File: src/bgb_pkg.sv
// ----------------------------------------------------------------------------
// bgb_pkg
// Shared types, constants and helper functions of the bitmap glyph blitter.
// ----------------------------------------------------------------------------
`default_nettype none

package bgb_pkg;

   // block constants
   localparam int BYTES_PER_PIXEL  = 4;
   localparam int MAX_GLYPH_WIDTH  = 16;
   localparam int MAX_GLYPH_HEIGHT = 32;
   localparam int NUM_GLYPHS       = 256;
   localparam int FONT_STORE_BYTES = 16384;

   // field widths
   localparam int FONT_AW   = $clog2(FONT_STORE_BYTES);
   localparam int BYTE_W    = 8;
   localparam int CODE_W    = $clog2(NUM_GLYPHS);
   localparam int POS_W     = 12;
   localparam int COLOR_W   = 32;
   localparam int ADDR_W    = 48;
   localparam int PITCH_W   = 16;
   localparam int GW_W      = 5;
   localparam int GH_W      = 6;
   localparam int GB_W      = 7;
   localparam int MASK_W    = 16;
   localparam int ROW_W     = $clog2(MAX_GLYPH_HEIGHT);
   localparam int YPITCH_W  = POS_W + PITCH_W;
   localparam int PROD_W    = CODE_W + GB_W;
   localparam int BPP_SH    = $clog2(BYTES_PER_PIXEL);
   localparam int CSR_IDX_W = 3;
   localparam int REQ_DATA_W = 88;
   localparam int RSP_DATA_W = 96;

   // command queue between front and back end
   localparam int QDEPTH = 4;
   localparam int QPTR_W = $clog2(QDEPTH);

   // configuration register indexes
   typedef enum logic [CSR_IDX_W-1:0] {
      CSR_FRAME_BASE   = 3'd0,
      CSR_PITCH_BYTES  = 3'd1,
      CSR_GLYPH_WIDTH  = 3'd2,
      CSR_GLYPH_HEIGHT = 3'd3,
      CSR_GLYPH_BYTES  = 3'd4
   } csr_idx_type;

   // item kinds
   typedef enum logic {
      OP_LOAD = 1'b0,
      OP_DRAW = 1'b1
   } op_type;

   // back end sequencer states
   typedef enum logic [1:0] {
      BK_IDLE,
      BK_RD_HI,
      BK_ROW
   } bk_state_type;

   typedef struct packed {
      logic [ADDR_W-1:0]  frame_base;
      logic [PITCH_W-1:0] pitch_bytes;
      logic [GW_W-1:0]    glyph_width;
      logic [GH_W-1:0]    glyph_height;
      logic [GB_W-1:0]    glyph_bytes;
   } cfg_type;

   // classified command; addr is the load address or the glyph start
   typedef struct packed {
      op_type              op;
      logic [FONT_AW-1:0]  addr;
      logic [BYTE_W-1:0]   font_byte;
      logic [POS_W-1:0]    x_pos;
      logic [YPITCH_W-1:0] y_offset;
      logic [COLOR_W-1:0]  color;
   } cmd_type;

   // font store access from the back end
   typedef struct packed {
      logic               wr_en;
      logic [FONT_AW-1:0] wr_addr;
      logic [BYTE_W-1:0]  wr_data;
      logic               rd_en;
      logic [FONT_AW-1:0] rd_addr;
   } ram_req_type;

   // width saturated to the widest glyph
   function automatic logic [GW_W-1:0] sat_width(input logic [GW_W-1:0] gw);
      logic [GW_W-1:0] lim;
      lim = GW_W'(MAX_GLYPH_WIDTH);
      return (gw > lim) ? lim : gw;
   endfunction

   // height saturated to the tallest glyph
   function automatic logic [GH_W-1:0] sat_height(input logic [GH_W-1:0] gh);
      logic [GH_W-1:0] lim;
      lim = GH_W'(MAX_GLYPH_HEIGHT);
      return (gh > lim) ? lim : gh;
   endfunction

   // ones in the low w columns
   function automatic logic [MASK_W-1:0] width_mask(input logic [GW_W-1:0] w);
      logic [MASK_W:0] t;
      t = ((MASK_W+1)'(1) << w) - (MASK_W+1)'(1);
      return t[MASK_W-1:0];
   endfunction

   // font bytes hold the leftmost pixel in the msb
   function automatic logic [BYTE_W-1:0] rev8(input logic [BYTE_W-1:0] b);
      logic [BYTE_W-1:0] r;
      for (int i = 0; i < BYTE_W; i++) begin
         r[i] = b[BYTE_W-1-i];
      end
      return r;
   endfunction

endpackage

`default_nettype wire

File: src/bgb_fifo.sv
// ----------------------------------------------------------------------------
// bgb_fifo
// Short command queue between the front and back end.
// ----------------------------------------------------------------------------
`default_nettype none

module bgb_fifo
   import bgb_pkg::*;
(
   input  wire logic    clock,
   input  wire logic    reset,
   input  wire logic    push,
   input  wire cmd_type wdata,
   input  wire logic    pop,
   output cmd_type      rdata,
   output logic         empty,
   output logic         full
);

   cmd_type           entry_ff [QDEPTH];
   logic [QPTR_W-1:0] wr_ptr_ff, wr_ptr_in;
   logic [QPTR_W-1:0] rd_ptr_ff, rd_ptr_in;
   logic [QPTR_W:0]   count_ff, count_in;

   assign empty = (count_ff == '0);
   assign full  = (count_ff == (QPTR_W+1)'(QDEPTH));
   assign rdata = entry_ff[rd_ptr_ff];

   // pointer and fill count update
   always_comb begin
      wr_ptr_in = wr_ptr_ff;
      rd_ptr_in = rd_ptr_ff;
      count_in  = count_ff;
      if (push) begin
         wr_ptr_in = wr_ptr_ff + 1'b1;
      end
      if (pop) begin
         rd_ptr_in = rd_ptr_ff + 1'b1;
      end
      if (push && !pop) begin
         count_in = count_ff + 1'b1;
      end else if (pop && !push) begin
         count_in = count_ff - 1'b1;
      end
   end

   always_ff @(posedge clock) begin
      if (reset) begin
         wr_ptr_ff <= '0;
         rd_ptr_ff <= '0;
         count_ff  <= '0;
      end else begin
         wr_ptr_ff <= wr_ptr_in;
         rd_ptr_ff <= rd_ptr_in;
         count_ff  <= count_in;
      end
   end

   // entry storage
   always_ff @(posedge clock) begin
      if (push) begin
         entry_ff[wr_ptr_ff] <= wdata;
      end
   end

endmodule

`default_nettype wire

File: config.mk
export PLATFORM = sky130hd
export DESIGN_NAME = bgb_fifo
export DESIGN_NICKNAME = d
export VERILOG_FILES = /design/src/bgb_pkg.sv /design/src/bgb_fifo.sv
export SDC_FILE = /design/constraint.sdc
export NUM_CORES = 1
export LEC_CHECK = 0
export BUFFER_PORTS_ARGS = -buffer_cell sky130_fd_sc_hd__buf_2
export CAP_MARGIN = 10
export CORE_MARGIN = 3
export CORE_UTILIZATION = 45
export DETAILED_ROUTE_END_ITERATION = 8
export GPL_TIMING_DRIVEN = 1
export MAX_ROUTING_LAYER = met4
export SLEW_MARGIN = 30
export SYNTH_ARGS = -nofsm -noshare
export SYNTH_HDL_FRONTEND = slang
export SYNTH_SLANG_ARGS = --single-unit
File: constraint.sdc
create_clock -name clock -period 7.6 [get_ports clock]
set_clock_uncertainty 0.1 [all_clocks]
set_input_delay 1.14 -clock clock [delete_from_list [all_inputs] [get_ports clock]]
set_output_delay 1.14 -clock clock [all_outputs]
set_load 0.02 [all_outputs]
# == Yosys cells after proc, flatten, opt, wreduce, memory -nomap -nowiden ==
# Memories as Yosys holds them, arrays and structs flattened. A register that Yosys moved wholly into a read port is not among the register bits.
# Cells that the tools add are included.
# totals
out_inout_bits,97
inputBits,99
regBits,7
ramBits,380
latchBits,0
wordCells,21
n_memories,1
mem_bits_ro,0
# op_classes
multipliers,0
n_addsub,4
muxes,6
reduce_logical,6
bitwise,0
shifts,0
div_mod_pow,0
eq_ne,1
magnitude_cmp,0
# memory_table
name,words,word_bits,rd,rd_clocked_by_memory_dff,wr,line_no,text
entry_ff,4,95,1,1,1,bgb_fifo.sv:20,cmd_type entry_ff [QDEPTH];
# ops
operator,count
2-to-1 mux 3 bit,2
"adder 2 x 1 -> 2 bit, second input constant",2
2-to-1 mux 2 bit,2
"adder 3 x 1 -> 3 bit, second input constant",1
"equality test 3 bit, second input constant",1
logical NOT 3 bit,1
"subtractor 3 x 1 -> 3 bit, second input constant",1
logical AND 1 bit,2
logical NOT 1 bit,2
2-to-1 mux 1 bit,2
nonzero test 2 bit,1

# == Logic depth before layout (Yosys ltp) ==
# logic_depth
word_depth,4
depth_mapped,7
ltp_nobuf,7

# == Least setup slack after synthesis ==
# Ideal clock, no wire load.
# synth_path
path_type,input port to flip-flop
startpoint,input push
endpoint,memory entry_ff[0][0] in the netlist's numbering (enable)
required_ns,7.036
setup_slack_ns,3.699
cell_stages,1
setup_time_ns,0.464
arrival_ns,3.337
path_cell_list,and2_1
# synth_via
elab_chain_cells,2
# synth_lines
item,line_no,text
"start, declared",bgb_fifo.sv:12,"input wire logic push,"
2-to-1 mux 1 bit,bgb_fifo.sv:61,if (push) begin
2-to-1 mux 1 bit (implied by the code),bgb_fifo.sv:62,entry_ff[wr_ptr_ff] <= wdata;
"end, declared",bgb_fifo.sv:20,
# Every way passes these cells.

==> results.py <==
metrics = {
    "pwr": {
        "power.internal_uw": 3810,
        "p_clk_share_pct": 38.9,
        "p_sw_uw": 1100,
        "pwr-share-seq_pct": 51.0,
        "irDropWorstVdd_mv": 0.191,
        "p_comb_share_pct": 10.1,
        "powerDensity_mw_per_mm2": 291,
        "switching_share_pct": 22.4,
        "p_leak_uw": 0.00567,
    },
    "timing": {
        "max_freq_ghz": 0.250,
        "rsz0062_at_grt": "no",
        "period_share_pct": 52.7,
        "max_slew_margin_pct": 40.2,
        "hold_viol": 0,
        "finalSetupViolations": 0,
        "slew_violations": 0,
        "hold_ws_ns": 0.438,
        "tns_ns": 0,
        "tightest_slew_ns": 0.896,
        "period_needed_ns": 4.00,
    },
    "placement": {
        "port_buffers": 195,
        "dpl.hpwl_mm": 15.7,
        "placed_area_mm2": 0.0155,
        "gp_congestion": 0.707,
        "dp_cells": 1116,
    },
    "route": {
        "viasPerCell": 5.30,
        "antenna_left": 0,
        "num_vias": 6345,
        "dr.first_iter.drc_count": 328,
        "wire_per_inst_um": 22.1,
        "drc_errors": 0,
        "wirelength_mm": 26.5,
        "drt-pass1-iter-count": 4,
    },
    "global_route": {
        "grtUsageMet2_pct": 26.7,
        "antenna_found_initial": 9,
        "grt_pass1_vias": 7094,
        "grt_use_met1_pct": 20.5,
        "use_met3_pct": 5.24,
        "track_usage_pct": 16.5,
        "globalRouteOverflowTotal": 0,
        "grt_pass1_wl_mm": 41.0,
        "grt_most_used_layer": "met2",
        "grt_max_degree": 56,
    },
    "worst_setup_path": {
        "endpoint_kind": "output pin",
        "critPathArrivalTime_ns": 2.76,
        "worstPathCellList": "buf_4 -> mux4_2 -> buf_2",
        "path_class": "reg2out",
        "cp.depth": 3,
        "rrSetupSlack_ns": 5.07,
        "cp-start-kind": "flop",
        "crit_fanout": 52,
        "slowest_stage": "dfxtp_4",
        "cpPeakStageDelay_ns": 0.89,
        "crit_buf_inv": 2,
        "reg2reg_depth": 3,
        "path_delay_family": "flip-flops",
        "cp_data_required_time_ns": 6.36,
    },
    "floorplanning": {
        "core_region_area_mm2": 0.0308,
        "die_h_um": 184,
        "num_rows": 64,
        "die_width_um": 184,
        "start_util_pct": 46.0,
        "pin_count": 196,
        "die-area_mm2": 0.0337,
    },
    "finish": {
        "finalInstanceArea_mm2": 0.0169,
        "drive_gt1_share_pct": 45.8,
        "synthToLayoutAreaGrowth_pct": 18.8,
        "n_fill_cell": 2287,
        "fin_nets": 867,
        "fin_util_pct": 54.7,
        "final_cells": 1198,
    },
    "run": {
        "cap_violations": 0,
    },
    "yosys": {
        "ys_ff_latch": 389,
        "synth_top_cell_by_area": "edfxtp_1",
        "synthTopCellsByArea": "edfxtp_1 80%, mux4_2 15%, dfxtp_1 1.3%, buf_12 0.85%, ha_1 0.44%",
        "synthMostInstantiatedCell": "edfxtp_1",
        "yosysWarnings": 0,
        "synth_top_area_share_pct": 80.5,
        "netlist_area_mm2": 0.0142,
        "ys_seq_area_share_pct": 81.7,
        "synth_cell_types": 21,
        "synth_commonest_cells": "380 x edfxtp_1, 95 x mux4_2, 11 x buf_2",
        "ys.flop_type": "edfxtp_1",
        "synth_edf_count": 380,
        "syn_area_per_cell_um2": 26.2,
        "netlist_instances": 541,
        "synth.net_count": 646,
        "async_flop_share_pct": 0,
    },
    "min_path": {
        "min_path_type": "reg2reg",
        "whs_path_depth": 2,
    },
    "cts": {
        "root_buffer": "clkbuf_16",
        "insertion_delay_ns": 0.52,
        "htreeDepth": 2,
        "cts_buffer_depth": 3,
        "cts_resized": 0,
        "cts_tree": "yes",
        "cts_inserted_buffers": 40,
        "cts_num_sinks": 389,
        "post_cts_buffers": 0,
        "clkTransAtPathRegs_ns": 0.06,
        "hold_buffers": 0,
    },
    "status": {
        "status": "complete, no violations",
    },
}
## stage by stage
| step | worst slack [ns] | power, µW |
|---|---|---|
| floorplan | 3.70 | 2880 |
| global placement | 4.11 | 3040 |
| detailed placement | 4.07 | 3060 |
| CTS | 3.50 | 4970 |
| global route | 3.43 | 5100 |
| finish | 3.60 | 4900 |
## layer usage
| metal | wire length [µm] | part of all wire, % | up-vias |
|---|---|---|---|
| met5 | 0 | 0 | - |
| met4 | 426 | 1.6 | 0 |
| met3 | 2220 | 8.4 | 33 |
| met2 | 13000 | 49 | 210 |
| met1 | 10800 | 41 | 3323 |
| li1 | - | - | 2779 |
## worst reg2reg max path, cell delays in order (launching register included)
cell and delay (ns):
dfxtp_1 0.41, ha_1 0.18, and2_4 0.56, buf_4 0.77
## registers in the layout (all words and copies together) (netlist names), named ones only
| signal | count |
|---|---|
| wr_ptr_ff | 2 |
| entry_ff | 380 |
| rd_ptr_ff | 2 |
| count_ff | 3 |
## power groups by stage
stage / Sequential (µW) / Combinational [µW] / Clock, µW
4_1_cts: 2500 / 508 / 1960
2_1_floorplan: 2530 / 343 / 0
5_1_grt: 2510 / 533 / 2050
3_3_place_gp: 2540 / 499 / 0
6_report: 2500 / 493 / 1910
3_5_place_dp: 2550 / 507 / 0
## placed cells by master, fill, tap and decap left out, drive strengths merged, types with 3 or more instances in the layout
master  instances
edfxtp        380
clkbuf         46
mux4           95
xor2            3
nor2            7
and2            4
ha              5
buf           202
clkinv         20
dfxtp           9
diode          10
bufinv          4
inv             5
## kinds of logic (layout without fill, tap and decap cells)
kind of cell	count (synthesis)	after routing	share of synthesized area, %
flops	389	389	81.7
compound gates	2	2	0.0705
buf+inv	27	278	1.55
xor+xnor	5	5	0.309
simple gates	15	15	0.521
other cells	0	10	0
mux	97	97	15.2
fa+ha+maj	6	6	0.582
## final cells by class
cell class | instances | area [µm²] | share of cell area, %
multi-input cells | 125 | 2380 | 14.1
inverters | 4 | 15.0 | 0.0891
repair buffers | 202 | 1030 | 6.12
flip-flops and latches | 389 | 11600 | 68.8
clock buffers | 46 | 1070 | 6.33
clock inverters | 26 | 241 | 1.43
diodes | 10 | 25.0 | 0.148
well taps | 396 | 495 | 2.94
## final timing paths
check | startpoint | end
max | flop | rdata[81]
min | count_ff[2] | count_ff[2]
max reg2reg | wr_ptr_ff[0] | entry_ff[1][78]
min reg2reg | count_ff[2] | count_ff[2]
Power figures use the tool's default switching activity.
