File: src/bgb_pkg.sv
// ----------------------------------------------------------------------------
// bgb_pkg
// Shared types, constants and helper functions of the bitmap glyph blitter.
// ----------------------------------------------------------------------------
`default_nettype none

package bgb_pkg;

   // block constants
   localparam int BYTES_PER_PIXEL  = 4;
   localparam int MAX_GLYPH_WIDTH  = 16;
   localparam int MAX_GLYPH_HEIGHT = 32;
   localparam int NUM_GLYPHS       = 256;
   localparam int FONT_STORE_BYTES = 16384;

   // field widths
   localparam int FONT_AW   = $clog2(FONT_STORE_BYTES);
   localparam int BYTE_W    = 8;
   localparam int CODE_W    = $clog2(NUM_GLYPHS);
   localparam int POS_W     = 12;
   localparam int COLOR_W   = 32;
   localparam int ADDR_W    = 48;
   localparam int PITCH_W   = 16;
   localparam int GW_W      = 5;
   localparam int GH_W      = 6;
   localparam int GB_W      = 7;
   localparam int MASK_W    = 16;
   localparam int ROW_W     = $clog2(MAX_GLYPH_HEIGHT);
   localparam int YPITCH_W  = POS_W + PITCH_W;
   localparam int PROD_W    = CODE_W + GB_W;
   localparam int BPP_SH    = $clog2(BYTES_PER_PIXEL);
   localparam int CSR_IDX_W = 3;
   localparam int REQ_DATA_W = 88;
   localparam int RSP_DATA_W = 96;

   // command queue between front and back end
   localparam int QDEPTH = 4;
   localparam int QPTR_W = $clog2(QDEPTH);

   // configuration register indexes
   typedef enum logic [CSR_IDX_W-1:0] {
      CSR_FRAME_BASE   = 3'd0,
      CSR_PITCH_BYTES  = 3'd1,
      CSR_GLYPH_WIDTH  = 3'd2,
      CSR_GLYPH_HEIGHT = 3'd3,
      CSR_GLYPH_BYTES  = 3'd4
   } csr_idx_type;

   // item kinds
   typedef enum logic {
      OP_LOAD = 1'b0,
      OP_DRAW = 1'b1
   } op_type;

   // back end sequencer states
   typedef enum logic [1:0] {
      BK_IDLE,
      BK_RD_HI,
      BK_ROW
   } bk_state_type;

   typedef struct packed {
      logic [ADDR_W-1:0]  frame_base;
      logic [PITCH_W-1:0] pitch_bytes;
      logic [GW_W-1:0]    glyph_width;
      logic [GH_W-1:0]    glyph_height;
      logic [GB_W-1:0]    glyph_bytes;
   } cfg_type;

   // classified command; addr is the load address or the glyph start
   typedef struct packed {
      op_type              op;
      logic [FONT_AW-1:0]  addr;
      logic [BYTE_W-1:0]   font_byte;
      logic [POS_W-1:0]    x_pos;
      logic [YPITCH_W-1:0] y_offset;
      logic [COLOR_W-1:0]  color;
   } cmd_type;

   // font store access from the back end
   typedef struct packed {
      logic               wr_en;
      logic [FONT_AW-1:0] wr_addr;
      logic [BYTE_W-1:0]  wr_data;
      logic               rd_en;
      logic [FONT_AW-1:0] rd_addr;
   } ram_req_type;

   // width saturated to the widest glyph
   function automatic logic [GW_W-1:0] sat_width(input logic [GW_W-1:0] gw);
      logic [GW_W-1:0] lim;
      lim = GW_W'(MAX_GLYPH_WIDTH);
      return (gw > lim) ? lim : gw;
   endfunction

   // height saturated to the tallest glyph
   function automatic logic [GH_W-1:0] sat_height(input logic [GH_W-1:0] gh);
      logic [GH_W-1:0] lim;
      lim = GH_W'(MAX_GLYPH_HEIGHT);
      return (gh > lim) ? lim : gh;
   endfunction

   // ones in the low w columns
   function automatic logic [MASK_W-1:0] width_mask(input logic [GW_W-1:0] w);
      logic [MASK_W:0] t;
      t = ((MASK_W+1)'(1) << w) - (MASK_W+1)'(1);
      return t[MASK_W-1:0];
   endfunction

   // font bytes hold the leftmost pixel in the msb
   function automatic logic [BYTE_W-1:0] rev8(input logic [BYTE_W-1:0] b);
      logic [BYTE_W-1:0] r;
      for (int i = 0; i < BYTE_W; i++) begin
         r[i] = b[BYTE_W-1-i];
      end
      return r;
   endfunction

endpackage

`default_nettype wire

File: src/bgb_front.sv
// ----------------------------------------------------------------------------
// bgb_front
// Accepts request transactions, classifies them and precomputes the glyph
// start address and the vertical byte offset before queuing.
// ----------------------------------------------------------------------------
`default_nettype none

module bgb_front
   import bgb_pkg::*;
(
   input  wire logic                  clock,
   input  wire logic                  reset,
   input  wire cfg_type               cfg,
   input  wire logic                  req_tvalid,
   output logic                       req_tready,
   input  wire logic [REQ_DATA_W-1:0] req_tdata,
   input  wire logic                  req_tuser,
   output logic                       q_push,
   output cmd_type                    q_wdata,
   input  wire logic                  q_full
);

   typedef struct packed {
      op_type             op;
      logic [FONT_AW-1:0] font_addr;
      logic [BYTE_W-1:0]  font_byte;
      logic [CODE_W-1:0]  char_code;
      logic [POS_W-1:0]   x_pos;
      logic [POS_W-1:0]   y_pos;
      logic [COLOR_W-1:0] color;
   } hold_type;

   logic     hold_valid_ff, hold_valid_in;
   hold_type hold_ff, hold_in;
   logic     req_accept;
   logic [PROD_W-1:0]   glyph_prod;
   logic [YPITCH_W-1:0] y_offset;

   // input holding stage
   assign req_tready = !hold_valid_ff || !q_full;
   assign req_accept = req_tvalid && req_tready;
   assign q_push     = hold_valid_ff && !q_full;

   always_comb begin
      hold_valid_in = hold_valid_ff;
      if (req_accept) begin
         hold_valid_in = 1'b1;
      end else if (q_push) begin
         hold_valid_in = 1'b0;
      end
   end

   // unpack the transaction
   always_comb begin
      hold_in           = hold_ff;
      if (req_accept) begin
         hold_in.op        = op_type'(req_tuser);
         hold_in.font_addr = req_tdata[13:0];
         hold_in.font_byte = req_tdata[21:14];
         hold_in.char_code = req_tdata[29:22];
         hold_in.x_pos     = req_tdata[41:30];
         hold_in.y_pos     = req_tdata[53:42];
         hold_in.color     = req_tdata[85:54];
      end
   end

   always_ff @(posedge clock) begin
      if (reset) begin
         hold_valid_ff <= 1'b0;
      end else begin
         hold_valid_ff <= hold_valid_in;
      end
   end

   always_ff @(posedge clock) begin
      hold_ff <= hold_in;
   end

   // glyph start and row offset products
   assign glyph_prod = PROD_W'(hold_ff.char_code) * PROD_W'(cfg.glyph_bytes);
   assign y_offset   = YPITCH_W'(hold_ff.y_pos) * YPITCH_W'(cfg.pitch_bytes);

   // classified command
   always_comb begin
      q_wdata.op        = hold_ff.op;
      q_wdata.font_byte = hold_ff.font_byte;
      q_wdata.x_pos     = hold_ff.x_pos;
      q_wdata.y_offset  = y_offset;
      q_wdata.color     = hold_ff.color;
      if (hold_ff.op == OP_LOAD) begin
         q_wdata.addr = hold_ff.font_addr;
      end else begin
         q_wdata.addr = glyph_prod[FONT_AW-1:0];
      end
   end

endmodule

`default_nettype wire

File: config.mk
export PLATFORM = sky130hd
export DESIGN_NAME = bgb_front
export DESIGN_NICKNAME = d
export VERILOG_FILES = /design/src/bgb_pkg.sv /design/src/bgb_front.sv
export SDC_FILE = /design/constraint.sdc
export NUM_CORES = 1
export LEC_CHECK = 0
export ABC_AREA = 1
export BUFFER_PORTS_ARGS = -buffer_cell sky130_fd_sc_hd__clkbuf_2
export CAP_MARGIN = 25
export CORE_MARGIN = 3
export CORE_UTILIZATION = 51
export DETAILED_ROUTE_END_ITERATION = 10
export GPL_ROUTABILITY_DRIVEN = 1
export PLACE_DENSITY_LB_ADDON = 0.12
export SLEW_MARGIN = 20
export SYNTH_ARGS = -nofsm -noshare
export SYNTH_HDL_FRONTEND = slang
export SYNTH_SLANG_ARGS = --single-unit
File: constraint.sdc
create_clock -name clock -period 20.8 [get_ports clock]
set_input_delay 4.16 -clock clock [delete_from_list [all_inputs] [get_ports clock]]
set_output_delay 4.16 -clock clock [all_outputs]
set_load 0.005 [all_outputs]
Word level (Yosys, flattened, before mapping) --
Cells that the tools add are included.
Word-level totals: bits in registers 88, input port bits 175, output and inout port bits 97, logic and storage cells 19
Cells by class: multiply operators 2, mux-type cells 3, reduce and logical (&&, ||, !) cells 6
Operators with widths (count):
- $mul A12 B16 Y28 | 1
- $mul A8 B7 Y14 | 1
- $mux W14 | 1
- $logic_and A1 B1 Y1 | 2
- $logic_not A1 Y1 | 2
- $mux W1 | 2
- $reduce_bool A2 Y1 | 1
- $logic_or A1 B1 Y1 | 1

Longest topological paths before layout --
depth in word-level cells 4, gate-level depth with buffers 24, mapped depth without buffers 22

Least setup slack after synthesis --
Ideal clock, no wire load.
path type in2out, start point in cfg[25] in the netlist's numbering, end point out q_wdata[47] in the netlist's numbering, arrival time 8130 ps, data required time 16640 ps, setup slack 8510 ps, stages 18, buffers on the path 1, path through clkbuf_1 nand2_1 fa_1 fa_1 fa_1 inv_1 fa_1 inv_1 fa_1 inv_1 ha_1 nand2_2 nor2_2 nand3_1 nand2_2 nand2_1 nand2_1 xor2_1
RTL lines:
- from (decl) | RTL line bgb_front.sv:13 | input wire cfg_type cfg,
- to (decl) | RTL line bgb_front.sv:19 | output cmd_type q_wdata,

==> run metrics <==
gpl congestion=about 0.91; Max Cap Violations=0; Post-CTS Setup Repair Bufs=0; largest cells by area after synthesis=fa_1 (28%), edfxtp_1 (22%), nand2_1 (15%); H-tree depth=3; Vias=9,131; Clock Path Buffers=2; outcome=completed; Tightest Hold Check Type=register to register; first-pass GRT wire length=between 40,000 and 50,000 um; Antenna Nets Post-Route=0; Leak=between 7 and 8 nW; worst-margin pin slew=roughly 0.71 ns; CTS hold repair buffers=0; total gr overflow=0; switch share=0.530; Gates resized, CTS repair=0; Detailed Route Iter0 Violations=552; Tmin final=between 10 and 15 ns; achievable frequency=between 70 and 80 MHz; Peak VDD IR=0.110 mV; diode count=0; Setup Skew=0.0157 ns; Logic pwr share=0.794; area of the die=0.0253 mm2; Distinct cells, synth=25; DRC=0; final setup violating endpoints=0; die height=about 160 um; P per Cell Area=roughly 140 mW/mm2; Placement Rows=55; part of the Yosys area used for sequential elements=0.220; # nets final=approximately 2,000; Period Utilization, post-route=0.616; Vias/cell=between 4 and 5; #FFs+latches synth=about 90; final hold vios=0; EDFF count, synth=just under 90; RSZ-0062 raised after global routing=no; sequential power share=0.119; CP Class=primary input to primary output; clock sinks=88; CTS tree=built; Clk pwr share=0.087; Synth area leader=fa_1; IO Pins=roughly 270; CP Capture Type=primary output; Worst R2R Setup Slack=19.03 ns; Worst Setup Start Kind=primary input; routed len/inst=between 10 and 15 um; share of the synthesized area in the top cell type=0.281; Root Buffer=clkbuf_16; non-filler cells, final=1,925; CP required=16.64 ns; Port-buffer cells=210; vias in the first global route=between 9,000 and 10,000; share of cells above drive strength 1=0.153; Num CTS Buffers=9; Syn-to-layout area delta=10.0%; Core Area=0.0228 mm2; total track usage=0.219; TritonRoute pass-1 iters=7; # fillers=2,198; max-slew violations=0; worst skew pair latency=between 0.3 and 0.4 ns; dpl cells=1,908; Post-Route WL=roughly 27,000 um; die width=about 160 um; largest net degree at the start of global routing=between 50 and 60; Synth Instances=1,486; critical path peak fanout=12; Power Internal=0.865 mW; Post-synth ARST share=0; Starting Density=0.524; average cell area after synthesis=a little over 8 um2; Post-Synthesis Cell Area=0.0120 mm2; Core Util, Final=0.576; P_sw=0.976 mW; clk slew on worst S/H paths=about 0.080 ns; TNS Setup=0 ns; Net Count, Synth=roughly 1,900; initial antenna violation count=0; top_reg_cell synth=edfxtp_1; Arrival @ worst endpoint=~8.7 ns; post-DP HPWL=between 20,000 and 25,000 um; Max transition margin=0.523; Syn. warnings=0
synth_stat cells, types with 2 or more instances:
master and count:
a21oi_1 22, and2_1 4, buf_4 53, clkbuf_1 48, edfxtp_1 87, fa_1 168
ha_1 97, inv_1 401, nand2_1 477, nand2_2 9, nand3_1 38, nand3_2 2
nand3b_1 4, nand4_1 10, nor2_1 28, nor2_2 6, o21ai_0 5, o21bai_1 2
xnor2_1 7, xor2_1 13
flip-flops by register name (all words and copies together) (netlist names):
name	flops
hold_ff	34
hold_valid_ff	1
q_wdata	53
final cells by class:
type	instances	area, um2	share of cell area
Inverter	401	1510	0.114
Tap cell	313	392	0.0298
Multi-Input combinational cell	895	7250	0.551
Clock inverter	7	67.6	0.00513
Timing Repair Buffer	212	1090	0.0825
Sequential cell	88	2630	0.200
Clock buffer	9	225	0.0171
layout by cell type, fill, tap and decap left out, types with 2 or more instances in the layout:
cell type	instances
nand2_1	477
o21ai_0	5
clkbuf_16	9
nand3_1	38
xnor2_1	7
o21bai_1	2
nor2_2	6
fa_1	168
ha_1	97
nand2_2	9
nor2_1	28
inv_1	401
and2_1	4
nand4_1	10
xor2_1	13
clkbuf_2	210
inv_6	5
nand3_2	2
a21oi_1	21
edfxtp_1	87
nand3b_1	4
cell families (layout without fill, tap and decap cells):
| kind of cell | after synthesis | after routing | synth area share |
|---|---|---|---|
| AO/OA/AOI/OAI | 29 | 29 | 0.0125 |
| flip-flops | 88 | 88 | 0.220 |
| buffers and inverters | 503 | 629 | 0.175 |
| adder cells (fa/ha/maj) | 265 | 265 | 0.383 |
| XOR/XNOR | 20 | 20 | 0.0146 |
| AND/OR/NAND/NOR | 581 | 581 | 0.196 |
per-stage QoR:
step / worst slack, ns / power (mW) / area (um2) / hold WS (ns)
5_1_grt: 7.71 / 2.09 / 13200 / 0.572
6_report: 7.98 / 1.84 / 13200 / 0.538
3_5_place_dp: 7.98 / 1.70 / 12800 / 0.521
4_1_cts: 7.97 / 1.87 / 13100 / 0.534
3_3_place_gp: 8.03 / 1.68 / 12800 / 0.507
2_1_floorplan: 8.51 / 1.25 / 12000 / 0.484
worst max-delay path, cell delays in order:
cell      delay, ns
clkbuf_2       0.23
nand2_1        0.13
inv_1          0.07
fa_1           0.53
inv_1          0.06
fa_1           0.53
inv_1          0.05
fa_1           0.47
fa_1           0.49
inv_1          0.05
fa_1           0.48
inv_1          0.04
ha_1           0.37
nand2_1        0.17
nor2_2         0.20
nand2_1        0.12
inv_1          0.06
nand2_1        0.05
nand3_1        0.08
xor2_1         0.18
clkbuf_2       0.14
routing by layer:
layer  wire (um)  track usage
met1       11600        0.287
met2       13100        0.384
met3        1560       0.0406
met4         389       0.0442
met5           0            0
power by group through the flow:
stage	clock, mW	sequential [mW]	combinational, mW
final	0.160	0.220	1.46
after global routing	0.172	0.221	1.69
after CTS	0.165	0.220	1.48
after detailed placement	0	0.224	1.47
after global placement	0	0.223	1.46
after floorplan	0	0.216	1.03
path summary, 6_finish.rpt:
path	cells after the start	endpoint	from
setup / recovery	21	q_wdata[49]	cfg[23]
hold / removal	2	hold_valid_ff$_SDFFE_PP0P_	hold_valid_ff$_SDFFE_PP0P_
setup reg to reg	2	hold_ff[83]$_DFFE_PP_	hold_valid_ff$_SDFFE_PP0P_
hold reg to reg	2	hold_valid_ff$_SDFFE_PP0P_	hold_valid_ff$_SDFFE_PP0P_
Power figures use the tool's default switching activity.
