===== src/bgb_pkg.sv =====
// ----------------------------------------------------------------------------
// bgb_pkg
// Shared types, constants and helper functions of the bitmap glyph blitter.
// ----------------------------------------------------------------------------
`default_nettype none

package bgb_pkg;

   // block constants
   localparam int BYTES_PER_PIXEL  = 4;
   localparam int MAX_GLYPH_WIDTH  = 16;
   localparam int MAX_GLYPH_HEIGHT = 32;
   localparam int NUM_GLYPHS       = 256;
   localparam int FONT_STORE_BYTES = 16384;

   // field widths
   localparam int FONT_AW   = $clog2(FONT_STORE_BYTES);
   localparam int BYTE_W    = 8;
   localparam int CODE_W    = $clog2(NUM_GLYPHS);
   localparam int POS_W     = 12;
   localparam int COLOR_W   = 32;
   localparam int ADDR_W    = 48;
   localparam int PITCH_W   = 16;
   localparam int GW_W      = 5;
   localparam int GH_W      = 6;
   localparam int GB_W      = 7;
   localparam int MASK_W    = 16;
   localparam int ROW_W     = $clog2(MAX_GLYPH_HEIGHT);
   localparam int YPITCH_W  = POS_W + PITCH_W;
   localparam int PROD_W    = CODE_W + GB_W;
   localparam int BPP_SH    = $clog2(BYTES_PER_PIXEL);
   localparam int CSR_IDX_W = 3;
   localparam int REQ_DATA_W = 88;
   localparam int RSP_DATA_W = 96;

   // command queue between front and back end
   localparam int QDEPTH = 4;
   localparam int QPTR_W = $clog2(QDEPTH);

   // configuration register indexes
   typedef enum logic [CSR_IDX_W-1:0] {
      CSR_FRAME_BASE   = 3'd0,
      CSR_PITCH_BYTES  = 3'd1,
      CSR_GLYPH_WIDTH  = 3'd2,
      CSR_GLYPH_HEIGHT = 3'd3,
      CSR_GLYPH_BYTES  = 3'd4
   } csr_idx_type;

   // item kinds
   typedef enum logic {
      OP_LOAD = 1'b0,
      OP_DRAW = 1'b1
   } op_type;

   // back end sequencer states
   typedef enum logic [1:0] {
      BK_IDLE,
      BK_RD_HI,
      BK_ROW
   } bk_state_type;

   typedef struct packed {
      logic [ADDR_W-1:0]  frame_base;
      logic [PITCH_W-1:0] pitch_bytes;
      logic [GW_W-1:0]    glyph_width;
      logic [GH_W-1:0]    glyph_height;
      logic [GB_W-1:0]    glyph_bytes;
   } cfg_type;

   // classified command; addr is the load address or the glyph start
   typedef struct packed {
      op_type              op;
      logic [FONT_AW-1:0]  addr;
      logic [BYTE_W-1:0]   font_byte;
      logic [POS_W-1:0]    x_pos;
      logic [YPITCH_W-1:0] y_offset;
      logic [COLOR_W-1:0]  color;
   } cmd_type;

   // font store access from the back end
   typedef struct packed {
      logic               wr_en;
      logic [FONT_AW-1:0] wr_addr;
      logic [BYTE_W-1:0]  wr_data;
      logic               rd_en;
      logic [FONT_AW-1:0] rd_addr;
   } ram_req_type;

   // width saturated to the widest glyph
   function automatic logic [GW_W-1:0] sat_width(input logic [GW_W-1:0] gw);
      logic [GW_W-1:0] lim;
      lim = GW_W'(MAX_GLYPH_WIDTH);
      return (gw > lim) ? lim : gw;
   endfunction

   // height saturated to the tallest glyph
   function automatic logic [GH_W-1:0] sat_height(input logic [GH_W-1:0] gh);
      logic [GH_W-1:0] lim;
      lim = GH_W'(MAX_GLYPH_HEIGHT);
      return (gh > lim) ? lim : gh;
   endfunction

   // ones in the low w columns
   function automatic logic [MASK_W-1:0] width_mask(input logic [GW_W-1:0] w);
      logic [MASK_W:0] t;
      t = ((MASK_W+1)'(1) << w) - (MASK_W+1)'(1);
      return t[MASK_W-1:0];
   endfunction

   // font bytes hold the leftmost pixel in the msb
   function automatic logic [BYTE_W-1:0] rev8(input logic [BYTE_W-1:0] b);
      logic [BYTE_W-1:0] r;
      for (int i = 0; i < BYTE_W; i++) begin
         r[i] = b[BYTE_W-1-i];
      end
      return r;
   endfunction

endpackage

`default_nettype wire


===== src/bgb_back.sv =====
// ----------------------------------------------------------------------------
// bgb_back
// Executes queued commands: writes font bytes, and walks the glyph rows of a
// draw, reading the font store and emitting one response per row.
// ----------------------------------------------------------------------------
`default_nettype none

module bgb_back
   import bgb_pkg::*;
(
   input  wire logic                  clock,
   input  wire logic                  reset,
   input  wire cfg_type               cfg,
   input  wire logic                  q_empty,
   output logic                       q_pop,
   input  wire cmd_type               q_rdata,
   output ram_req_type                ram_req,
   input  wire logic [BYTE_W-1:0]     ram_rdata,
   output logic                       rsp_tvalid,
   input  wire logic                  rsp_tready,
   output logic [RSP_DATA_W-1:0]      rsp_tdata,
   output logic                       rsp_tlast
);

   bk_state_type       state_ff, state_in;
   logic [ROW_W-1:0]   row_ff, row_in;
   logic [FONT_AW-1:0] byte_addr_ff, byte_addr_in;
   logic [ADDR_W-1:0]  row_addr_ff, row_addr_in;
   logic [COLOR_W-1:0] color_ff, color_in;
   logic [BYTE_W-1:0]  lo_ff, lo_in;

   logic               out_valid_ff, out_valid_in;
   logic [ADDR_W-1:0]  out_addr_ff, out_addr_in;
   logic [MASK_W-1:0]  out_mask_ff, out_mask_in;
   logic [COLOR_W-1:0] out_color_ff, out_color_in;
   logic               out_last_ff, out_last_in;

   logic [GW_W-1:0]    width;
   logic [GH_W-1:0]    height;
   logic               two_byte;
   logic [FONT_AW-1:0] byte_step;
   logic               last_row;
   logic               out_free;
   logic               start_draw;
   logic               emit;
   logic [BYTE_W-1:0]  lo_byte, hi_byte;
   logic [MASK_W-1:0]  row_mask;
   logic [ADDR_W-1:0]  first_addr;

   // glyph geometry from the configuration
   assign width      = sat_width(cfg.glyph_width);
   assign height     = sat_height(cfg.glyph_height);
   assign two_byte   = (width > GW_W'(BYTE_W));
   assign byte_step  = two_byte ? FONT_AW'(2) : FONT_AW'(1);
   assign last_row   = (row_ff == ROW_W'(height - 1'b1));
   assign out_free   = !out_valid_ff || rsp_tready;
   assign start_draw = (state_ff == BK_IDLE) && !q_empty && (q_rdata.op == OP_DRAW)
                       && (height != '0);
   assign emit       = (state_ff == BK_ROW) && out_free;

   // next state
   always_comb begin
      state_in = state_ff;
      unique case (state_ff)
         BK_IDLE: begin
            if (start_draw) begin
               state_in = two_byte ? BK_RD_HI : BK_ROW;
            end
         end
         BK_RD_HI: begin
            state_in = BK_ROW;
         end
         BK_ROW: begin
            if (out_free) begin
               if (last_row) begin
                  state_in = BK_IDLE;
               end else begin
                  state_in = two_byte ? BK_RD_HI : BK_ROW;
               end
            end
         end
         default: begin
            state_in = BK_IDLE;
         end
      endcase
   end

   // queue pop and font store access
   always_comb begin
      q_pop           = 1'b0;
      ram_req.wr_en   = 1'b0;
      ram_req.wr_addr = q_rdata.addr;
      ram_req.wr_data = q_rdata.font_byte;
      ram_req.rd_en   = 1'b0;
      ram_req.rd_addr = q_rdata.addr;
      unique case (state_ff)
         BK_IDLE: begin
            q_pop         = !q_empty;
            ram_req.wr_en = !q_empty && (q_rdata.op == OP_LOAD);
            ram_req.rd_en = start_draw;
         end
         BK_RD_HI: begin
            ram_req.rd_en   = 1'b1;
            ram_req.rd_addr = byte_addr_ff + 1'b1;
         end
         BK_ROW: begin
            ram_req.rd_en   = out_free && !last_row;
            ram_req.rd_addr = byte_addr_ff + byte_step;
         end
         default: begin
            q_pop = 1'b0;
         end
      endcase
   end

   // row mask from one or two font bytes
   assign lo_byte    = two_byte ? lo_ff : ram_rdata;
   assign hi_byte    = two_byte ? ram_rdata : '0;
   assign row_mask   = {rev8(hi_byte), rev8(lo_byte)} & width_mask(width);
   assign first_addr = cfg.frame_base + ADDR_W'({q_rdata.x_pos, BPP_SH'(0)})
                       + ADDR_W'(q_rdata.y_offset);

   // row walk registers
   always_comb begin
      row_in       = row_ff;
      byte_addr_in = byte_addr_ff;
      row_addr_in  = row_addr_ff;
      color_in     = color_ff;
      lo_in        = lo_ff;
      if (start_draw) begin
         row_in       = '0;
         byte_addr_in = q_rdata.addr;
         row_addr_in  = first_addr;
         color_in     = q_rdata.color;
      end
      if (state_ff == BK_RD_HI) begin
         lo_in = ram_rdata;
      end
      if (emit) begin
         row_in       = last_row ? '0 : row_ff + 1'b1;
         byte_addr_in = byte_addr_ff + byte_step;
         row_addr_in  = row_addr_ff + ADDR_W'(cfg.pitch_bytes);
      end
   end

   // response output register
   always_comb begin
      out_valid_in = out_valid_ff;
      out_addr_in  = out_addr_ff;
      out_mask_in  = out_mask_ff;
      out_color_in = out_color_ff;
      out_last_in  = out_last_ff;
      if (emit) begin
         out_valid_in = 1'b1;
         out_addr_in  = row_addr_ff;
         out_mask_in  = row_mask;
         out_color_in = color_ff;
         out_last_in  = last_row;
      end else if (rsp_tready) begin
         out_valid_in = 1'b0;
      end
   end

   always_ff @(posedge clock) begin
      if (reset) begin
         state_ff     <= BK_IDLE;
         row_ff       <= '0;
         out_valid_ff <= 1'b0;
      end else begin
         state_ff     <= state_in;
         row_ff       <= row_in;
         out_valid_ff <= out_valid_in;
      end
   end

   always_ff @(posedge clock) begin
      byte_addr_ff <= byte_addr_in;
      row_addr_ff  <= row_addr_in;
      color_ff     <= color_in;
      lo_ff        <= lo_in;
      out_addr_ff  <= out_addr_in;
      out_mask_ff  <= out_mask_in;
      out_color_ff <= out_color_in;
      out_last_ff  <= out_last_in;
   end

   assign rsp_tvalid = out_valid_ff;
   assign rsp_tdata  = {out_color_ff, out_mask_ff, out_addr_ff};
   assign rsp_tlast  = out_last_ff;

endmodule

`default_nettype wire


===== config.mk =====
export PLATFORM = sky130hd
export DESIGN_NAME = bgb_back
export DESIGN_NICKNAME = d
export VERILOG_FILES = /design/src/bgb_pkg.sv /design/src/bgb_back.sv
export SDC_FILE = /design/constraint.sdc
export NUM_CORES = 1
export LEC_CHECK = 0
export BUFFER_PORTS_ARGS = -buffer_cell sky130_fd_sc_hd__buf_2
export CORE_MARGIN = 2
export CORE_UTILIZATION = 58
export DETAILED_ROUTE_END_ITERATION = 6
export HOLD_SLACK_MARGIN = 0.06
export PLACE_DENSITY = 0.86
export SETUP_SLACK_MARGIN = 0.5
export SLEW_MARGIN = 20
export SYNTH_ARGS = -nofsm -noshare
export SYNTH_HDL_FRONTEND = slang
export SYNTH_SLANG_ARGS = --single-unit

===== constraint.sdc =====
create_clock -name clock -period 7.3 [get_ports clock]
set_clock_uncertainty 0.2 [all_clocks]
set_input_delay 0.365 -clock clock [delete_from_list [all_inputs] [get_ports clock]]
set_output_delay 0.365 -clock clock [all_outputs]
set_load 0.1 [all_outputs]

* Yosys cells after proc, flatten, opt, wreduce, memory -nomap -nowiden *
Cells that the tools add are included.

cells by class
  add/subtract/negate cells = 8
  bitwise gates (word level) = 2
  multiplexer cells = 23
  multipliers = 0
  shift operators = 1
  $lt $le $gt $ge = 3
  div/mod/pow operators = 0
  reduce and logical (&&, ||, !) cells = 15
  eq/ne operators = 5

operators by type and width
  cell                     number
  $mux W48                 2
  $add A48 B14 Y48         1
  $add A48 B16 Y48         1
  $add A48 B28 Y48         1
  $mux W14                 2
  $pmux W14 S2             1
  $mux W5                  4
  $and A16 B16 Y16         1
  $mux W8                  2
  $shl A1 B5 Y16 const A   1
  $sub A16 B2 Y16 const B  1
  $add A14 B1 Y14 const B  1
  $add A14 B2 Y14          1
  $mux W2                  5
  $gt A6 B6 Y1 const B     1
  $logic_and A1 B1 Y1      6
  $mux W6                  1
  $pmux W2 S3              1
  $reduce_bool A6 Y1       1
  $add A5 B1 Y5 const B    1
  $eq A5 B5 Y1             1
  $gt A5 B4 Y1 const B     1
  $gt A5 B5 Y1 const B     1
  $sub A5 B1 Y5 const B    1
  11 further kinds         18

word-level totals
  word-level logic and storage cells = 68
  bits in writable memories = 0
  latch bits = 0
  bits in read-only memories = 0
  register bits = 207
  memories kept = 0
  output and inout bits = 137

* Longest topological paths before layout *
Gate-level depths: netlist of run 1.

  depth in word-level cells = 7
  mapped depth = 13
  gate-level depth less buffers = 12

* Worst setup path before layout of run 1 *
OpenSTA, ideal clock, no wires.

  path kind = register to output
  start = register state_ff[0]
  end = output port ram_req[14] (netlist name)
  stages on the path, launching flop included = 8
  buffers on the path = 0
  arrival = 4.797 ns
  required time = 6.735 ns
  slack = 1.938 ns
  cells stage by stage = dfxtp_1 -> inv_1 -> ha_1 -> nor2b_1 -> o311ai_1 -> inv_1 -> nor2_1 -> a21oi_1

RTL lines
  item                    line             text
  from (decl)             bgb_back.sv:25   bk_state_type state_ff, state_in;
  from (signal assigned)  bgb_back.sv:170  state_ff <= state_in;
  to (decl)               bgb_back.sv:17   output ram_req_type ram_req,

==> results.md, run 1 <==
- Fill cells: 1464
- Sum of negative setup slack: 0 ns
- Total CTS buffers: 21
- GR Util All Layers: 27.6%
- Antenna violations before repair: 2
- Non-filler instance count after layout: 1785
- Clock Tree Root: clkbuf_16
- Synth-to-layout area growth: 21.9%
- Clk_lat worst skew: 0.50 ns
- PD cells: 380 nW/µm²
- H-tree depth: 1
- Max Root-Sink Buffers: 3
- Final Hold Fails: 0
- Sw Share: 49.0%
- Routed length per placed instance: 18.4 µm
- Comb pwr share: 49.5%
- Register area share after synthesis: 49.0%
- Reg power frac: 33.1%
- Post-synth EDFFs: 199
- PostCTS Resize Cnt: 0
- Reg2reg start: row_addr_ff[1]
- Data arrival time of the worst path: 3.96 ns
- Post-route cell area: 15300 µm²
- Initial drt markers: 876
- Row count: 53
- I/O pin count: 326
- Residual DRC: 0
- Endpoints failing setup: 0
- Syn Nets: 1453
- Port bufs: 302
- Die ar.: 22800 µm²
- CP Max Fanout: 16
- Post-synthesis cell count: 1178
- DR vias: 10616
- Dpl cells: 1691
- Run status: finished, final reports clean
- Pre-CTS setup slack: 2.82 ns
- Worst path required time: 6.73 ns
- DRT Wirelength: 32.9 mm
- Pin count of the biggest net entering global routing: 85
- Clock transition at path regs: 0.06 ns
- Die X: 151 µm
- Peak VDD IR: 339 µV
- Initial Util: 59.4%
- Unrepaired setup endpoints after global routing: no
- GPL Wtd Cong: 0.952
- Clock Power Share: 17.4%
- Worst Max-Slew Pin Slew: 1.07 ns
- Achievable Freq: 221 MHz
- Syn Area/Cell: 10.6 µm²
- Core ar.: 21100 µm²
- Post-DP HPWL: 23.0 mm
- Vias/cell: 5.95
- Number of synthesized register bits: 207
- Pwr Total: 5.81 mW
- Vias in the first global route: 9937
- DRT Pass-1 Iters: 5
- Crit end category: output port
- Final nets: 1770
- Worst hold path class: in2reg
- Gr ovfl total: 0
- Final period util: 62.1%
- Most used DFF post-synth: edfxtp_1
- Die span in y: 151 µm
- Max transition margin: 28.5%
- Yosys cell types: 84
- Worst hold start: cfg[18]
- CP Launch Type: input pin
- CTS tree: built
- Int Pwr: 2.96 mW
- Switch Pwr: 2.84 mW
- Tmin final: 4.53 ns
- Max-slew violation count: 0
- Leakage power: 6.19 nW
- Max cap viols: 0
- Layout cells sized above 1: 24.4%
- Post-CTS Setup Bufs: 0
- Global-route wire length before repair: 50.1 mm
- Placement Cell Area: 14100 µm²
- Hold-fix buffers, CTS: 56
- FFs w/ async S/R, synth: 0%
- Clock sinks: 207
- Final ANT Viol Nets: 0
- Setup WS post-layout: 2.77 ns
- Critical path class: in2out
- CP startpoint: cfg[13]
- Yosys Warn Count: 0
- Mapped Area: 12500 µm²
[power by group through the flow]
stage                     Combinational [mW]  Sequential [mW]  Clock, mW
after floorplan                         1.57             2.68          0
after CTS                               2.85             1.92       1.01
final                                   2.88             1.92       1.01
after global routing                    3.04             1.95       1.06
after global placement                  2.76             1.92          0
after detailed placement                2.81             1.94          0
[final cells by class]
type / count / area (µm²) / share of cell area, %
Sequential cell: 207 / 6140 / 40.2
Multi-Input combinational cell: 862 / 5900 / 38.6
Timing Repair Buffer: 363 / 2110 / 13.8
Clock buffer: 26 / 544 / 3.56
Tap cell: 275 / 344 / 2.25
Inverter: 40 / 153 / 0.999
Clock inverter: 10 / 85.1 / 0.557
Antenna cell: 2 / 5.00 / 0.0328
[worst max-delay path: stages]
cell      delay [ns]
buf_2           0.17
o31ai_1         0.25
nand2_1         0.39
clkinv_1        0.35
ha_1            0.22
inv_1           0.06
fa_1            0.50
nor4_1          0.53
and3_1          0.24
xor2_1          0.18
a22oi_1         0.09
a21oi_1         0.16
buf_2           0.44
[state kept, by name (all words and copies together), names as in the netlist]
signal	count
byte_addr_ff	14
color_ff	32
lo_ff	8
out_addr_ff	48
out_color_ff	32
out_mask_ff	16
row_addr_ff	48
row_ff	5
rsp_tlast	1
rsp_tvalid	1
state_ff	2
[per-layer routing]
layer	GRT usage, %	up-vias	wire [µm]
li1	-	4995	-
met1	34.8	4909	12700
met2	46.9	594	15700
met3	4.34	118	2950
met4	12.5	0	1540
met5	0	-	0
[through the flow]
step                      hold WS (ns)  util [%]
final                           0.0746      72.5
after global routing            0.0861      72.5
after CTS                       0.0669      72.4
after detailed placement         0.205      66.8
after global placement           0.201      66.8
after floorplan                  0.200         -
[cells in the mapped netlist, drive strengths merged, types with 6 or more instances]
| cell type | n | area [µm²] |
|---|---|---|
| a31oi | 14 | 87.6 |
| nand4 | 15 | 93.8 |
| nand2 | 114 | 430 |
| a22oi | 12 | 90.1 |
| o21a | 13 | 98.9 |
| nor3 | 26 | 135 |
| fa | 15 | 300 |
| mux2i | 10 | 100 |
| inv | 39 | 146 |
| and4 | 7 | 61.3 |
| and3 | 19 | 124 |
| ha | 71 | 888 |
| xor2 | 44 | 385 |
| dfxtp | 8 | 160 |
| xnor2 | 45 | 394 |
| a211oi | 11 | 92.6 |
| nand2b | 8 | 50.1 |
| clkbuf | 41 | 154 |
| o21ai | 80 | 415 |
| nand3 | 32 | 165 |
| a21oi | 92 | 475 |
| buf | 28 | 191 |
| and2 | 8 | 50.1 |
| o31ai | 6 | 50.1 |
| nor2 | 79 | 297 |
| a21o | 20 | 151 |
| or3 | 11 | 70.1 |
| o211ai | 21 | 158 |
| nor2b | 14 | 87.6 |
| edfxtp | 199 | 5980 |
[cell families (layout without fill, tap and decap cells)]
logic type / after synthesis / in the layout / synth area share (%)
flops: 207 / 207 / 49.0
xor+xnor: 89 / 89 / 6.22
fa+ha+maj: 86 / 86 / 9.49
simple gates: 354 / 354 / 13.8
compound gates: 318 / 318 / 16.4
other cells: 0 / 2 / 0
mux: 15 / 15 / 1.25
buf+inv: 109 / 439 / 3.95
[cell usage in the layout (no fill, tap or decap), drive strengths merged, types with 5 or more instances in the layout]
cell type      n
a211oi        11
a21boi         5
a21o          20
a21oi         92
a22oi         12
a31oi         14
and2           8
and3          19
and4           7
buf          307
clkbuf        26
clkinv         7
dfxtp          8
dlygate4sd3   56
edfxtp       199
fa            15
ha            71
inv           41
mux2           5
mux2i         10
nand2        114
nand2b         8
nand3         32
nand4         15
nor2          79
nor2b         14
nor3          26
nor4           5
o2111ai        5
o211ai        21
o21a          13
o21ai         80
o21bai         5
o31ai          6
or3           11
xnor2         45
xor2          44
[worst paths after layout]
kind | to | slack, ns | depth (start not counted)
setup reg to reg | row_addr_ff[41] | 3.51 | 9
setup / recovery | ram_req[12] | 2.77 | 13
hold reg to reg | out_color_ff[26] | 0.21 | 0
hold / removal | row_addr_ff[0] | 0.07 | 4
No activity file was read; power rests on OpenSTA's default activity.
==> run 2: changes to the inputs <==
Settings changed: CORE_UTILIZATION 58 to 54, PLACE_DENSITY 0.86 to 0.81.
Clock period 7.3 ns to 4.2 ns, I/O delays scaled along.
==> run 2 against run 1 <==
Effect of this change:
- the run now ends with DRC left
- first-iteration DRC count grew 9.6%
- die area grew 7.2%
- sequential share of layout area down 1.4 points
- wire length is 3.6% higher
- clock power grew 85%
- setup slack lost 2.2 ns
- highest routed layer unchanged
- power increased by 78%
==> results.md, run 2 (synthesis results as in run 1) <==
- Run status: finished with violations (was finished, final reports clean)
- Failing checks: DRC
- Core ar.: 22700 µm² (was 21100 µm²)
- Max transition margin: 37.9% (was 28.5%)
- GPL Wtd Cong: 0.881 (was 0.952)
- CP startpoint: byte_addr_ff[1] (was cfg[13])
- CTS tree: built (unchanged)
- Row count: 55 (was 53)
- Clock sinks: 207 (unchanged)
- DRT Wirelength: 34.1 mm (was 32.9 mm)
- Worst path cell trace: ha_1 -> a21oi_1 -> nor2b_1 -> nand2_1 -> nor2_1 -> nand3_1 -> a22oi_1 -> a21oi_1 -> mux2_2 -> clkbuf_4 (was buf_2 -> o31ai_1 -> nand2_1 -> clkinv_1 -> ha_1 -> inv_1 -> fa_1 -> nor4_1 -> and3_1 -> xor2_1 -> a22oi_1 -> a21oi_1 -> buf_2)
- Pin count of the biggest net entering global routing: 82 (was 85)
- Tmin final: 3.61 ns
- Global-route wire length before repair: 53.0 mm (was 50.1 mm)
- Post-DP HPWL: 22.6 mm (was 23.0 mm)
- Biggest regs: out_addr_ff x48, row_addr_ff x48 (unchanged)
- Achievable Freq: 277 MHz
- Delay-heaviest family, CP: simple AND/OR/NAND/NOR gates (unchanged)
- Critical path's largest stage delay: 0.43 ns (was 0.53 ns)
- Die span in y: 156 µm (was 151 µm)
- Endpoints failing setup: 0 (unchanged)
- Sum of negative setup slack: 0 ns (unchanged)
- Reg2reg start: row_addr_ff[0] (was row_addr_ff[1])
- Leading cell type in the layout, fill and taps excluded: buf_2 (unchanged)
- Hold path depth: 3 (was 4)
- Layout cells sized above 1: 24.8% (was 24.4%)
- Most frequent cells in the layout: buf_2 (299), edfxtp_1 (199), nand2_1 (112) (was buf_2 (302), edfxtp_1 (199), nand2_1 (112))
- DR vias: 10804 (was 10616)
- CP Max Fanout: 4 (was 16)
- Die X: 156 µm (was 151 µm)
- Max stage delay cell, worst path: edfxtp_1 (was nor4_1)
- Buffers & Inverters on Critical Path: 1 (was 4)
- Antenna violations before repair: 1 (was 2)
- Worst hold path class: in2reg (unchanged)
- CP Launch Type: flop (was input pin)
- Vias in the first global route: 10448 (was 9937)
- Crit end category: output port (unchanged)
- Initial Util: 55.2% (was 59.4%)
- Clock transition at path regs: 0.06 ns (about the same)
- Die ar.: 24400 µm² (was 22800 µm²)
- H-tree depth: 1 (unchanged)
- Worst hold start: cfg[15] (was cfg[18])
- I/O pin count: 326 (unchanged)
- Post-route cell area: 15800 µm² (was 15300 µm²)
- Synth-to-layout area growth: 26.2% (was 21.9%)
- Routed length per placed instance: 18.5 µm (was 18.4 µm)
- Clock Tree Root: clkbuf_16 (unchanged)
- GR Util All Layers: 27.1% (was 27.6%)
- Port bufs: 302 (unchanged)
- Critical path class: reg2out (was in2out)
- Final ANT Viol Nets: 0 (unchanged)
- Residual DRC: 2 (was 0)
- Worst path required time: 3.79 ns (was 6.73 ns)
- Clk_lat worst skew: 0.50 ns (about the same)
- WP depth: 10 (was 13)
- Final nets: 1813 (was 1770)
- Initial drt markers: 960 (was 876)
- Gr ovfl total: 0 (unchanged)
- Leakage power: 6.41 nW (was 6.19 nW)
- PD cells: 654 nW/µm² (was 380 nW/µm²)
- Total CTS buffers: 22 (was 21)
- Placement Cell Area: 14200 µm² (was 14100 µm²)
- Data arrival time of the worst path: 3.20 ns (was 3.96 ns)
- Max cap viols: 0 (unchanged)
- Peak VDD IR: 477 µV (was 339 µV)
- Max-slew violation count: 0 (unchanged)
- R2R depth: 11 (was 9)
- DRT Pass-1 Iters: 7 (was 5)
- Final Hold Fails: 0 (unchanged)
- Final period util: 86.0%
- Vias/cell: 5.87 (was 5.95)
- Unrepaired setup endpoints after global routing: yes (was no)
- Max Root-Sink Buffers: 3 (unchanged)
- Worst Max-Slew Pin Slew: 0.931 ns (was 1.07 ns)
- Critical Path Most Common Cell: a21oi_1 (was buf_2)
[run 2: worst reg2reg max path, delay by kind of cell, from the launching register on]
family / cells / cell delay, ns
adder cells (fa/ha/maj): 2 / 0.60
buffers and inverters: 1 / 0.06
XOR/XNOR: 1 / 0.15
AO/OA/AOI/OAI: 4 / 1.23
multiplexers: 1 / 0.09
AND/OR/NAND/NOR: 2 / 0.43
flip-flops: 1 / 0.36
[run 2: area by class of cell]
class,instances,area [µm²]
fill,1638,6890
antenna,2,5.00
clock buffer,26,566
timing repair buffer,405,2530
tap,285,357
inverter,40,153
multi-input combinational,862,5960
clock inverter,12,116
sequential,207,6140
[run 2: per-stage QoR]
| stage | hold slack [ns] | setup slack (ns) | instances | utilization, % | total power, mW |
|---|---|---|---|---|---|
| finish | 0.111 | 0.587 | 1839 | 69.7 | 10.3 |
| global route | 0.107 | 0.382 | 1838 | 69.6 | 10.8 |
| CTS | 0.0611 | 0.601 | 1836 | 69.5 | 10.3 |
| detailed placement | 0.189 | 0.573 | 1709 | 62.6 | 8.35 |
| global placement | 0.187 | 0.597 | 1709 | 62.6 | 8.24 |
| floorplan | 0.109 | 0.202 | 1178 | - | 7.39 |
[run 2: power breakdown]
part           internal [mW]  switching (mW)
Combinational           1.24            3.90
Sequential              3.02           0.321
Clock                   1.08           0.790
[run 2: per-layer routing]
| metal | vias to the layer above | routed length (µm) | global-route usage, % |
|---|---|---|---|
| met5 | - | 0 | 0 |
| li1 | 5094 | - | - |
| met3 | 116 | 3200 | 6.20 |
| met2 | 570 | 16200 | 46.0 |
| met4 | 0 | 1350 | 10.9 |
| met1 | 5024 | 13300 | 33.4 |
[run 2: final timing paths]
kind	end	slack, ns
hold / removal	out_mask_ff[9]	0.11
setup reg to reg	row_addr_ff[44]	0.81
hold reg to reg	out_color_ff[3]	0.21
setup / recovery	ram_req[11]	0.59
[run 2: timing repair]
action	4_1_cts	5_1_grt
setup endpoints to repair	0	13
resized for setup	0	4
setup buffers	0	1
hold endpoints to repair	98	0
hold buffers	89	0
==> run 3: changes to the inputs <==
Settings changed: CORE_UTILIZATION 54 to 58, PLACE_DENSITY 0.81 to 0.86.
Clock period 4.2 ns to 4.25 ns, I/O delays scaled along.
==> run 3 against run 2 <==
Effect of this change:
- setup slack gained 0.00087 ns
- via count increased by 2.2%
- global-route usage grew 2.5 points
- combinational power shrank 1%
- the flow now finishes without violations
- largest cell class unchanged
- cell area decreased by 0.48%
- highest routed layer is now met5
==> results.md, run 3 (synthesis results as in run 1) <==
- WL met3: 3.21 mm (was 3.20 mm)
- Max transition margin: 32.3% (was 37.9%)
- Clock transition at path regs: 0.06 ns (about the same)
- Port bufs: 302 (unchanged)
- Final nets: 1809 (was 1813)
- Residual DRC: 0 (was 2)
- Data arrival time of the worst path: 3.25 ns (was 3.20 ns)
- Initial Util: 59.4% (was 55.2%)
- Global-route wire length before repair: 53.3 mm (was 53.0 mm)
- Tmin final: 3.66 ns
- DRT Wirelength: 34.7 mm (was 34.1 mm)
- Post-DP HPWL: 23.4 mm (was 22.6 mm)
- GR Util All Layers: 29.5% (was 27.1%)
- DR vias: 11042 (was 10804)
- Core ar.: 21100 µm² (was 22700 µm²)
- Vias in the first global route: 10523 (was 10448)
- Die ar.: 22800 µm² (was 24400 µm²)
- Delay-heaviest family, CP: buffers and inverters (was simple AND/OR/NAND/NOR gates)
- Critical path class: in2out (was reg2out)
- H-tree depth: 1 (unchanged)
- Pin count of the biggest net entering global routing: 60 (was 82)
- Pwr Total: 10.2 mW (was 10.3 mW)
- Crit end category: output port (unchanged)
- PD cells: 645 nW/µm² (was 654 nW/µm²)
- Peak VDD IR: 539 µV (was 477 µV)
- DRT Pass-1 Iters: 5 (was 7)
- Comb pwr share: 50.1% (was 49.7%)
- Max Root-Sink Buffers: 3 (unchanged)
- Layout cells sized above 1: 25.1% (was 24.8%)
- Hold_ws: 0.0862 ns (was 0.111 ns)
- Clock sinks: 207 (unchanged)
- Unrepaired setup endpoints after global routing: yes (unchanged)
- Met2 wire length: 16.7 mm (was 16.2 mm)
- Row count: 53 (was 55)
- Achievable Freq: 273 MHz
- Max Used Layer: met5 (was met4)
- Post-CTS Setup Bufs: 0 (unchanged)
- Synth-to-layout area growth: 25.6% (was 26.2%)
- Vias/cell: 6.06 (was 5.87)
- Fill cells: 1368 (was 1638)
- Final period util: 86.2%
- Routed length per placed instance: 19.1 µm (was 18.5 µm)
- Leakage power: 6.39 nW (was 6.41 nW)
- Run status: finished, final reports clean (was finished with violations)
- Leading cell type in the layout, fill and taps excluded: buf_2 (unchanged)
- Sw Share: 48.6% (was 48.5%)
- Critical path's largest stage delay: 0.51 ns (was 0.43 ns)
- Die span in y: 151 µm (was 156 µm)
- Reg power frac: 32.4% (was 32.3%)
- Routed metal-1 wirelength: 12.9 mm (was 13.3 mm)
- Final Hold Fails: 0 (unchanged)
- Clock Tree Root: clkbuf_16 (unchanged)
- Clock Power Share: 17.4% (was 18.1%)
- Gr ovfl total: 0 (unchanged)
- Max-slew violation count: 0 (unchanged)
- Worst Max-Slew Pin Slew: 1.02 ns (was 0.931 ns)
- CTS tree: built (unchanged)
- Buffers & Inverters on Critical Path: 4 (was 1)
- Max cap viols: 0 (unchanged)
- CP Launch Type: input pin (was flop)
- Max stage delay cell, worst path: fa_1 (was edfxtp_1)
- Critical Path Most Common Cell: buf_2 (was a21oi_1)
- Worst hold path class: in2reg (unchanged)
- I/O pin count: 326 (unchanged)
- Post-layout util: 74.6% (was 69.7%)
- GPL Wtd Cong: 0.942 (was 0.881)
- CP Max Fanout: 13 (was 4)
- Most frequent cells in the layout: buf_2 (300), edfxtp_1 (199), nand2_1 (112) (was buf_2 (299), edfxtp_1 (199), nand2_1 (112))
- Antenna violations before repair: 5 (was 1)
- Int Pwr: 5.22 mW (was 5.33 mW)
- Total CTS buffers: 21 (was 22)
- Final ANT Viol Nets: 0 (unchanged)
- Worst path required time: 3.84 ns (was 3.79 ns)
- Clk_lat worst skew: 0.49 ns (was 0.50 ns)
- Worst path cell trace: buf_2 -> o31ai_1 -> nand2_1 -> clkinv_1 -> ha_1 -> inv_1 -> fa_1 -> nor4_4 -> o21ai_0 -> a22o_1 -> mux2_2 -> buf_2 (was ha_1 -> a21oi_1 -> nor2b_1 -> nand2_1 -> nor2_1 -> nand3_1 -> a22oi_1 -> a21oi_1 -> mux2_2 -> clkbuf_4)
- Endpoints failing setup: 0 (unchanged)
- Die X: 151 µm (was 156 µm)
- Sum of negative setup slack: 0 ns (unchanged)
- Switch Pwr: 4.94 mW (was 5.01 mW)
- Initial drt markers: 973 (was 960)
- Biggest regs: out_addr_ff x48, row_addr_ff x48 (unchanged)
-- run 3: changes by cell type in the layout (fill, tap and decap cells not counted), sizes merged --
cell	before	now
buf	314	315
clkbuf	28	25
inv	39	40
clkinv	10	5
diode	2	4
dlygate4sd3	89	86
-- run 3: area by class of cell --
class	instances	area, µm²	area share (%)
diodes	4	10.0	0.0636
multi-input cells	862	5970	37.9
flip-flops and latches	207	6140	39.0
clock buffers	24	537	3.41
repair buffers	402	2490	15.8
clock inverters	8	95.1	0.604
well taps	275	344	2.19
inverters	40	153	0.970
-- run 3: worst paths after layout --
kind                   from                to  slack [ns]  depth (start not counted)
min reg2reg    color_ff[19]  out_color_ff[19]        0.22                          0
max                 cfg[14]       ram_req[10]        0.59                         12
max reg2reg  row_addr_ff[1]   row_addr_ff[41]        0.76                          9
min                 cfg[63]   row_addr_ff[29]        0.09                          3
-- run 3: repair_timing --
item,CTS,global route
resized for setup,0,7
hold buffers,86,0
endpoints found under the setup margin,0,8
endpoints found under the hold margin,97,0
-- run 3: layer usage --
layer  vias to the layer above  global-route usage [%]
met5                         -                    2.50
met4                         4                    15.1
met3                       143                    5.21
met2                       650                    50.3
met1                      5165                    36.0
li1                       5080                       -
-- run 3: tightest hold or removal path, delay by kind of cell --
kind                      cells  cell delay, ns
AOI/OAI and AO/OA             1            0.19
xor gates and xnor gates      1            0.11
buffers and inverters         1            0.15
-- run 3: power groups by stage --
| stage | clock network [mW] | logic, mW | registers [mW] |
|---|---|---|---|
| after global placement | 0 | 4.83 | 3.29 |
| final | 1.77 | 5.09 | 3.29 |
| after CTS | 1.76 | 5.03 | 3.28 |
| after global routing | 1.85 | 5.40 | 3.34 |
| after detailed placement | 0 | 4.93 | 3.31 |
| after floorplan | 0 | 2.73 | 4.58 |
-- run 3: stage by stage --
step                setup slack (ns)  area, µm²  cells
floorplan                      0.250      12600   1178
global placement               0.657      14200   1700
detailed placement             0.534      14200   1700
CTS                            0.531      15700   1818
global route                   0.474      15700   1821
finish                         0.588      15700   1822
